$ cat src/rtl/aidq_pkg.sv
// ----------------------------------------------------------------------------
// aidq_pkg
// Shared constants, register codes and beat types of the alarm input delay
// qualifier.
// ----------------------------------------------------------------------------
`default_nettype none

package aidq_pkg;

  localparam int CHANNELS      = 8;
  localparam int DELAY_BITS    = 8;
  localparam int CH_BITS       = 3;
  localparam int CFG_IDX_BITS  = 2;
  localparam int CFG_DATA_BITS = 64;
  localparam int MASK_BITS     = 8;

  localparam int Q_DEPTH    = 2;
  localparam int Q_PTR_BITS = (Q_DEPTH > 1) ? $clog2(Q_DEPTH) : 1;
  localparam int Q_CNT_BITS = $clog2(Q_DEPTH + 1);

  localparam logic [CFG_IDX_BITS-1:0] CFG_NC_MASK = 2'd0;
  localparam logic [CFG_IDX_BITS-1:0] CFG_DELAY_A = 2'd1;
  localparam logic [CFG_IDX_BITS-1:0] CFG_DELAY_B = 2'd2;

  typedef struct packed {
    logic [CH_BITS-1:0] channel;
    logic               pin_level;
  } in_item_t;

  typedef struct packed {
    logic [CH_BITS-1:0] channel_echo;
    logic               reported_level;
  } out_item_t;

  typedef struct packed {
    logic [CH_BITS-1:0]    channel;
    logic                  level;
    logic                  in_range;
    logic                  nc;
    logic [DELAY_BITS-1:0] delay_a;
    logic [DELAY_BITS-1:0] delay_b;
  } q_entry_t;

  typedef struct packed {
    logic valid;
    logic full;
  } q_stat_t;

endpackage

`default_nettype wire

$ cat src/rtl/aidq_front.sv
// ----------------------------------------------------------------------------
// aidq_front
// Configuration registers, input acceptance and per-beat classification:
// range check, closed bit and both candidate delays of the sampled channel.
// ----------------------------------------------------------------------------
`default_nettype none

module aidq_front
  import aidq_pkg::*;
(
  input  wire                      clk,
  input  wire                      rst_n,
  input  wire                      in_valid,
  output logic                     in_stall,
  input  in_item_t                 in_item,
  input  wire                      cfg_valid,
  output logic                     cfg_ready,
  input  wire  [CFG_IDX_BITS-1:0]  cfg_index,
  input  wire  [CFG_DATA_BITS-1:0] cfg_data,
  input  q_stat_t                  q_stat,
  output logic                     q_push,
  output q_entry_t                 q_wdata
);

  logic [MASK_BITS-1:0]     nc_mask_r;
  logic [CFG_DATA_BITS-1:0] delay_a_r;
  logic [CFG_DATA_BITS-1:0] delay_b_r;

  logic     front_valid_r, front_valid_nxt;
  q_entry_t front_r;
  q_entry_t classed;
  logic     in_take;

  assign cfg_ready = 1'b1;

  always_ff @(posedge clk) begin
    if (!rst_n) begin
      nc_mask_r <= '1;
      delay_a_r <= '0;
      delay_b_r <= '0;
    end else if (cfg_valid && cfg_ready) begin
      case (cfg_index)
        CFG_NC_MASK: nc_mask_r <= cfg_data[MASK_BITS-1:0];
        CFG_DELAY_A: delay_a_r <= cfg_data;
        CFG_DELAY_B: delay_b_r <= cfg_data;
        default: ;
      endcase
    end
  end

  always_comb begin
    classed.channel  = in_item.channel;
    classed.level    = in_item.pin_level;
    classed.in_range = (32'(in_item.channel) < CHANNELS);
    classed.nc       = nc_mask_r[in_item.channel];
    classed.delay_a  = delay_a_r[{in_item.channel, 3'b000} +: DELAY_BITS];
    classed.delay_b  = delay_b_r[{in_item.channel, 3'b000} +: DELAY_BITS];
  end

  assign q_push   = front_valid_r && !q_stat.full;
  assign q_wdata  = front_r;
  assign in_stall = front_valid_r && q_stat.full;
  assign in_take  = in_valid && !in_stall;

  always_comb begin
    front_valid_nxt = front_valid_r;
    if (in_take) begin
      front_valid_nxt = 1'b1;
    end else if (q_push) begin
      front_valid_nxt = 1'b0;
    end
  end

  always_ff @(posedge clk) begin
    if (!rst_n) begin
      front_valid_r <= 1'b0;
    end else begin
      front_valid_r <= front_valid_nxt;
    end
  end

  always_ff @(posedge clk) begin
    if (in_take) begin
      front_r <= classed;
    end
  end

endmodule

`default_nettype wire

$ cat src/rtl/aidq_queue.sv
// ----------------------------------------------------------------------------
// aidq_queue
// Short FIFO of classified beats between the front and the back.
// ----------------------------------------------------------------------------
`default_nettype none

module aidq_queue
  import aidq_pkg::*;
(
  input  wire      clk,
  input  wire      rst_n,
  input  wire      push,
  input  q_entry_t wdata,
  input  wire      pop,
  output q_entry_t rdata,
  output q_stat_t  stat
);

  q_entry_t               mem [Q_DEPTH];
  logic [Q_PTR_BITS-1:0]  wr_ptr_r, wr_ptr_nxt;
  logic [Q_PTR_BITS-1:0]  rd_ptr_r, rd_ptr_nxt;
  logic [Q_CNT_BITS-1:0]  count_r, count_nxt;
  logic                   do_push, do_pop;

  assign stat.valid = (count_r != '0);
  assign stat.full  = (32'(count_r) == Q_DEPTH);
  assign do_push    = push && !stat.full;
  assign do_pop     = pop && stat.valid;
  assign rdata      = mem[rd_ptr_r];

  always_comb begin
    wr_ptr_nxt = wr_ptr_r;
    rd_ptr_nxt = rd_ptr_r;
    count_nxt  = count_r;
    if (do_push) begin
      wr_ptr_nxt = (32'(wr_ptr_r) == Q_DEPTH - 1) ? '0 : wr_ptr_r + 1'b1;
    end
    if (do_pop) begin
      rd_ptr_nxt = (32'(rd_ptr_r) == Q_DEPTH - 1) ? '0 : rd_ptr_r + 1'b1;
    end
    if (do_push && !do_pop) begin
      count_nxt = count_r + 1'b1;
    end else if (do_pop && !do_push) begin
      count_nxt = count_r - 1'b1;
    end
  end

  always_ff @(posedge clk) begin
    if (!rst_n) begin
      wr_ptr_r <= '0;
      rd_ptr_r <= '0;
      count_r  <= '0;
    end else begin
      wr_ptr_r <= wr_ptr_nxt;
      rd_ptr_r <= rd_ptr_nxt;
      count_r  <= count_nxt;
    end
  end

  always_ff @(posedge clk) begin
    if (do_push) begin
      mem[wr_ptr_r] <= wdata;
    end
  end

endmodule

`default_nettype wire

$ cat src/rtl/aidq_back.sv
// ----------------------------------------------------------------------------
// aidq_back
// Per-channel debounce and delay state, one update per in-range beat, and the
// result register.
// ----------------------------------------------------------------------------
`default_nettype none

module aidq_back
  import aidq_pkg::*;
(
  input  wire       clk,
  input  wire       rst_n,
  input  q_stat_t   q_stat,
  input  q_entry_t  q_rdata,
  output logic      q_pop,
  output logic      out_valid,
  input  wire       out_stall,
  output out_item_t out_item
);

  logic [CHANNELS-1:0]   prev_r;
  logic [CHANNELS-1:0]   latched_r;
  logic [CHANNELS-1:0]   pending_r;
  logic [CHANNELS-1:0]   phase_r;
  logic [DELAY_BITS-1:0] cd_r [CHANNELS];

  logic      out_valid_r, out_valid_nxt;
  out_item_t out_item_r;

  logic                  prev, latched, pending, phase;
  logic [DELAY_BITS-1:0] cd, cd1, cd2;
  logic                  pend1, fire, rep;
  logic                  upd;

  assign q_pop = q_stat.valid && (!out_valid_r || !out_stall);
  assign upd   = q_pop && q_rdata.in_range;

  always_comb begin
    prev    = prev_r[q_rdata.channel];
    latched = latched_r[q_rdata.channel];
    pending = pending_r[q_rdata.channel];
    phase   = phase_r[q_rdata.channel];
    cd      = cd_r[q_rdata.channel];
    cd1     = cd;
    pend1   = pending;
    if (prev != q_rdata.level) begin
      if (cd != '0) begin
        cd1   = '0;
        pend1 = 1'b0;
      end else begin
        cd1   = (phase != q_rdata.nc) ? q_rdata.delay_a : q_rdata.delay_b;
        pend1 = 1'b1;
      end
    end
    cd2  = (cd1 != '0) ? cd1 - 1'b1 : cd1;
    fire = pend1 && (cd2 == '0);
    if (q_rdata.nc) begin
      rep = fire ? q_rdata.level : latched;
    end else begin
      rep = fire || !q_rdata.level || (cd2 != '0);
    end
  end

  always_ff @(posedge clk) begin
    if (!rst_n) begin
      prev_r    <= '1;
      latched_r <= '1;
      pending_r <= '0;
      phase_r   <= '0;
      for (int i = 0; i < CHANNELS; i++) begin
        cd_r[i] <= '0;
      end
    end else if (upd) begin
      prev_r[q_rdata.channel]    <= q_rdata.level;
      cd_r[q_rdata.channel]      <= cd2;
      pending_r[q_rdata.channel] <= pend1 && !fire;
      phase_r[q_rdata.channel]   <= phase ^ fire;
      if (fire) begin
        latched_r[q_rdata.channel] <= q_rdata.level;
      end
    end
  end

  always_comb begin
    out_valid_nxt = out_valid_r && out_stall;
    if (q_pop) begin
      out_valid_nxt = 1'b1;
    end
  end

  always_ff @(posedge clk) begin
    if (!rst_n) begin
      out_valid_r <= 1'b0;
    end else begin
      out_valid_r <= out_valid_nxt;
    end
  end

  always_ff @(posedge clk) begin
    if (q_pop) begin
      out_item_r.channel_echo   <= q_rdata.channel;
      out_item_r.reported_level <= q_rdata.in_range && rep;
    end
  end

  assign out_valid = out_valid_r;
  assign out_item  = out_item_r;

endmodule

`default_nettype wire

$ cat src/rtl/alarm_input_delay_qualifier_unit.sv
// ----------------------------------------------------------------------------
// alarm_input_delay_qualifier_unit
// Qualifies sampled alarm pin levels with per-channel debounce delays.
// ----------------------------------------------------------------------------
// One result beat per input beat, in order. Sustained rate is one beat per
// clock while the output is not stalled; an accepted input passes through
// the front register, the two-entry queue and the result register. The
// per-channel state update is a single step in the back, so beats for the
// same channel may follow each other back to back. Configuration writes
// are always accepted and must only be issued while no beat is in flight.
`default_nettype none

module alarm_input_delay_qualifier_unit
  import aidq_pkg::*;
(
  input  wire                      clk,
  input  wire                      rst_n,
  input  wire                      in_valid,
  output logic                     in_stall,
  input  in_item_t                 in_item,
  output logic                     out_valid,
  input  wire                      out_stall,
  output out_item_t                out_item,
  input  wire                      cfg_valid,
  output logic                     cfg_ready,
  input  wire  [CFG_IDX_BITS-1:0]  cfg_index,
  input  wire  [CFG_DATA_BITS-1:0] cfg_data
);

  q_stat_t  q_stat;
  q_entry_t q_wdata;
  q_entry_t q_rdata;
  logic     q_push;
  logic     q_pop;

  aidq_front u_front (
    .clk       (clk),
    .rst_n     (rst_n),
    .in_valid  (in_valid),
    .in_stall  (in_stall),
    .in_item   (in_item),
    .cfg_valid (cfg_valid),
    .cfg_ready (cfg_ready),
    .cfg_index (cfg_index),
    .cfg_data  (cfg_data),
    .q_stat    (q_stat),
    .q_push    (q_push),
    .q_wdata   (q_wdata)
  );

  aidq_queue u_queue (
    .clk   (clk),
    .rst_n (rst_n),
    .push  (q_push),
    .wdata (q_wdata),
    .pop   (q_pop),
    .rdata (q_rdata),
    .stat  (q_stat)
  );

  aidq_back u_back (
    .clk       (clk),
    .rst_n     (rst_n),
    .q_stat    (q_stat),
    .q_rdata   (q_rdata),
    .q_pop     (q_pop),
    .out_valid (out_valid),
    .out_stall (out_stall),
    .out_item  (out_item)
  );

endmodule

`default_nettype wire

$ cat config.mk
export PLATFORM = sky130hd
export DESIGN_NAME = alarm_input_delay_qualifier_unit
export DESIGN_NICKNAME = d
export VERILOG_FILES = /design/src/rtl/aidq_pkg.sv /design/src/rtl/aidq_front.sv /design/src/rtl/aidq_queue.sv /design/src/rtl/aidq_back.sv /design/src/rtl/alarm_input_delay_qualifier_unit.sv
export SDC_FILE = /design/constraint.sdc
export NUM_CORES = 1
export LEC_CHECK = 0
export BUFFER_PORTS_ARGS = -buffer_cell sky130_fd_sc_hd__buf_4
export CORE_ASPECT_RATIO = 0.9
export CORE_UTILIZATION = 55
export DETAILED_ROUTE_END_ITERATION = 16
export HOLD_SLACK_MARGIN = 0.12
export PLACE_DENSITY = 0.77
export SLEW_MARGIN = 30
export SYNTH_ARGS = -nofsm -noshare
export SYNTH_HDL_FRONTEND = slang
export SYNTH_SLANG_ARGS = --single-unit
$ cat constraint.sdc
create_clock -name clk -period 4.3 [get_ports clk]
set_input_delay 0.43 -clock clk [delete_from_list [all_inputs] [get_ports clk]]
set_output_delay 0.43 -clock clk [all_outputs]
set_load 0.02 [all_outputs]
==> results_dict.tcl <==
set metrics [dict create \
    path_depth 19 \
    final_nets 1703 \
    max_stage_delay_ns 0.52 \
    min_path_type "input pin to flip-flop" \
    synth_edf_count 131 \
    p_per_area_nw_per_um2 542.1 \
    final_area_um2 17430 \
    tightest_slew_ns 0.8069 \
    rows 54 \
    drt-total-wl_um 41610 \
    arrival_ns 4.82 \
    dr.first_iter.drc_count 1488 \
    rsz0062_at_grt "yes" \
    placed_cell_area_um2 15590 \
    start_kind "flip-flop" \
    p_sw_share_pct 33.75 \
    grt_start_max_net_pins 103 \
    end_kind "flip-flop" \
    p_seq_share_pct 36.2 \
    clk_pin_slew_ns 0.07 \
    drive_above_1_share_pct 23.59 \
    status "complete, no violations" \
    worstPathMaxFanout 8 \
    die_h_um 153.3 \
    slew_headroom_pct 46.21 \
    tritoncts "yes" \
    power.internal_mw 6.259 \
    finalSetupViolations 0 \
    max_clock_freq_mhz 232.7 \
    synth_area_leaders "edfxtp_1, dfxtp_1, nand2_1, mux4_2, a21oi_1" \
    gp_congestion 0.9752 \
    htreeDepth 1 \
    avgRoutedWirePerCell_um 20.96 \
    ioPinCount 82 \
    syn-cell-area_um2 13980 \
    crit_path_cell_trace "buf_6, and3b_2, o21ai_2, buf_4, o22ai_2, or4_4, nor4_4, and2_4, a21oi_4, ha_4, inv_4, and4b_1, a32oi_1, a211oi_2, mux2i_2, o41a_1, buf_6, or4_4, nand3_2" \
    clock_latency_ns 0.59 \
    grt-ovfl-total 0 \
    antenna_left 0 \
    synth-main-ff-cell "dfxtp_1" \
    max_cap_viol_count 0 \
    final_util_pct 70.86 \
    syn_inst 1430 \
    place_ws_ns -0.1977 \
    worstHoldPathCells 3 \
    cp_num_buf_inv 4 \
    port_buffers 80 \
    hold_violations 0 \
    fin_crit_sh_pct 99.95 \
    viasPerCell 6.190 \
    drc_errors 0 \
    num_antenna_cells 0 \
    clkPwrFrac_pct 29.3 \
    synth_seq_area_share_pct 53.19 \
    rrSetupSlack_ns 0.002 \
    hpwl_um 28190 \
    ys_async_sr_fraction_pct 0 \
    crit_type "flip-flop to flip-flop" \
    cts_buffer_depth 3 \
    leakage_nw 6.551 \
    clkSinkCount 306 \
    area_growth_pct 24.63 \
    grt_pass1_wl_um 63590 \
    root_buffer "clkbuf_16" \
    ys_types 79 \
    slew_violations 0 \
    path_delay_family "simple AND/OR/NAND/NOR gates" \
    first_pass_iters 6 \
    ys_warn_count 0 \
    synth_nets 1507 \
    syn_avg_cell_area_um2 9.779 \
    cts_buffers 29 \
    antenna_found_initial 0 \
    skew_ns 0.03315 \
    layout_setup_ws_ns 0.002310 \
    pwr-share-comb_pct 34.5 \
    start_util_pct 56.86 \
    synth_seq_cells 306 \
    vdd_drop_max_v 0.0003325 \
    die_area_um2 26070 \
    cp.required_ns 4.82 \
    grtUsageTotal_pct 31.50 \
    dr_total_vias 12290 \
    core_um2 24590 \
    p_switching_mw 3.189 \
    netlist.area_leader.share_pct 28.13 \
    yosys.area.top_type "edfxtp_1" \
    cp_slowest_cell "or4_4" \
    total_power_mw 9.448 \
    period_needed_ns 4.298 \
    die_w_um 170.1 \
    grt_pass1_vias 11570 \
    reg2reg_depth 19 \
]
[worst register-to-register path, cell delays in order, from the launching register on]
cell and delay (ns):
edfxtp_1 0.44, buf_6 0.13, and3b_2 0.23, o21ai_2 0.14, buf_4 0.14, o22ai_2 0.06
or4_4 0.52, nor4_4 0.29, and2_4 0.23, a21oi_4 0.08, ha_4 0.17, inv_4 0.06
and4b_1 0.18, a32oi_1 0.07, a211oi_2 0.23, mux2i_2 0.16, o41a_1 0.43, buf_6 0.16
or4_4 0.43, nand3_2 0.08
[through the flow]
| stage | TNS (ns) | hold slack, ns | std cells |
|---|---|---|---|
| after floorplan | -0.1331 | 0.4215 | 1430 |
| after global placement | -0.3224 | 0.4224 | 1872 |
| after detailed placement | -3.002 | 0.4315 | 1872 |
| after CTS | 0 | 0.1207 | 1977 |
| after global routing | -2.028 | 0.1208 | 1985 |
| final | 0 | 0.1199 | 1985 |
[state kept, by name, indices dropped and copies added, names as in the netlist, named ones only]
signal                 count
u_queue.wr_ptr_r           1
u_back.out_valid           1
u_front.nc_mask_r          8
u_front.delay_a_r         64
u_back.cd_r               64
u_front.q_wdata           21
u_queue.rd_ptr_r           1
u_front.delay_b_r         64
u_back.phase_r             8
u_front.front_valid_r      1
u_back.pending_r           8
u_queue.mem               42
u_back.latched_r           8
u_back.prev_r              8
u_queue.count_r            2
u_back.out_item            4
[path summary, 6_finish.rpt]
kind	start	end
min	cfg_data[42]	u_front.delay_a_r[42]
min reg2reg	u_front.q_wdata[8]	u_queue.mem[0][8]
max reg2reg	u_queue.mem[1][20]	u_back.phase_r[6]
max	u_queue.mem[1][20]	u_back.phase_r[6]
[cells in the mapped netlist (4+ instances only)]
| cell type | instances |
|---|---|
| clkbuf_1 | 70 |
| a21o_1 | 4 |
| nand3_1 | 40 |
| mux2i_1 | 36 |
| a211oi_1 | 5 |
| inv_1 | 12 |
| a22oi_1 | 19 |
| xor2_1 | 5 |
| nand4_1 | 9 |
| a2bb2oi_1 | 8 |
| buf_2 | 8 |
| nor3_1 | 19 |
| or4_1 | 9 |
| buf_1 | 9 |
| nor2_1 | 144 |
| nor3b_1 | 4 |
| and3_1 | 4 |
| a22o_1 | 4 |
| o21ai_1 | 4 |
| dfxtp_1 | 175 |
| mux4_2 | 43 |
| edfxtp_1 | 131 |
| a32o_1 | 9 |
| o21ai_0 | 22 |
| o22ai_1 | 7 |
| o21a_1 | 5 |
| nand2b_1 | 4 |
| a21oi_1 | 170 |
| a32oi_1 | 6 |
| mux2_2 | 24 |
| nand2_1 | 343 |
[logic make-up after synthesis]
kind of cell / Yosys count / share of synthesized area [%]
AO/OA/AOI/OAI: 300 / 13.31
XOR/XNOR: 8 / 0.5011
adder cells (fa/ha/maj): 2 / 0.1789
buffers and inverters: 105 / 2.971
flip-flops: 306 / 53.19
multiplexers: 106 / 11.80
other: 1 / 0.02682
AND/OR/NAND/NOR: 602 / 18.02
[repair_timing]
action,4_1_cts,5_1_grt
gates resized for setup,13,46
endpoints found under the setup margin,25,40
endpoints found under the hold margin,73,0
setup buffers,3,7
pin swaps,5,26
hold buffers,48,0
cloned,0,1
[power groups by stage]
stage / logic (mW) / clock network, mW / registers [mW]
final: 3.26 / 2.77 / 3.42
after global placement: 2.87 / 0 / 3.46
after floorplan: 1.62 / 0 / 3.44
after CTS: 3.00 / 2.77 / 3.41
after detailed placement: 2.90 / 0 / 3.47
after global routing: 3.46 / 2.88 / 3.43
[per-layer routing]
layer,routed length (um),vias to the layer above,GRT usage [%]
met5,0,-,0
met4,1273,0,8.752
met3,4469,103,5.930
met2,18640,735,47.78
met1,17220,5935,46.06
li1,-,5514,-
[layout make-up]
| class | instances | area (um^2) |
|---|---|---|
| fill | 1740 | 7166 |
| timing repair buffer | 254 | 2057 |
| sequential | 306 | 7441 |
| tap | 336 | 420.4 |
| clock inverter | 19 | 237.7 |
| inverter | 16 | 67.56 |
| multi-input combinational | 1019 | 6405 |
| clock buffer | 35 | 799.5 |
[cells in the final DEF, fill, tap and decap left out, types with 4 or more instances in the layout]
cell and n:
mux4_2 43, mux2i_1 32, nand4_1 9, o22ai_1 5
o21a_1 5, a2bb2oi_1 6, o21ai_1 10, mux2_2 24
buf_6 8, nand3_1 35, buf_4 198, a22oi_1 19
nor2_1 141, nand2_1 343, o21ai_0 14, nand2b_1 4
a32o_1 9, clkbuf_16 30, dfxtp_1 174, nand3_2 5
inv_1 11, dlygate4sd3_1 48, xor2_1 5, a21oi_1 167
a32oi_1 6, a22o_1 4, or4_4 6, bufinv_16 5
clkinv_2 8, edfxtp_1 131, nor3_1 19
(Power assumes the default switching activity.)
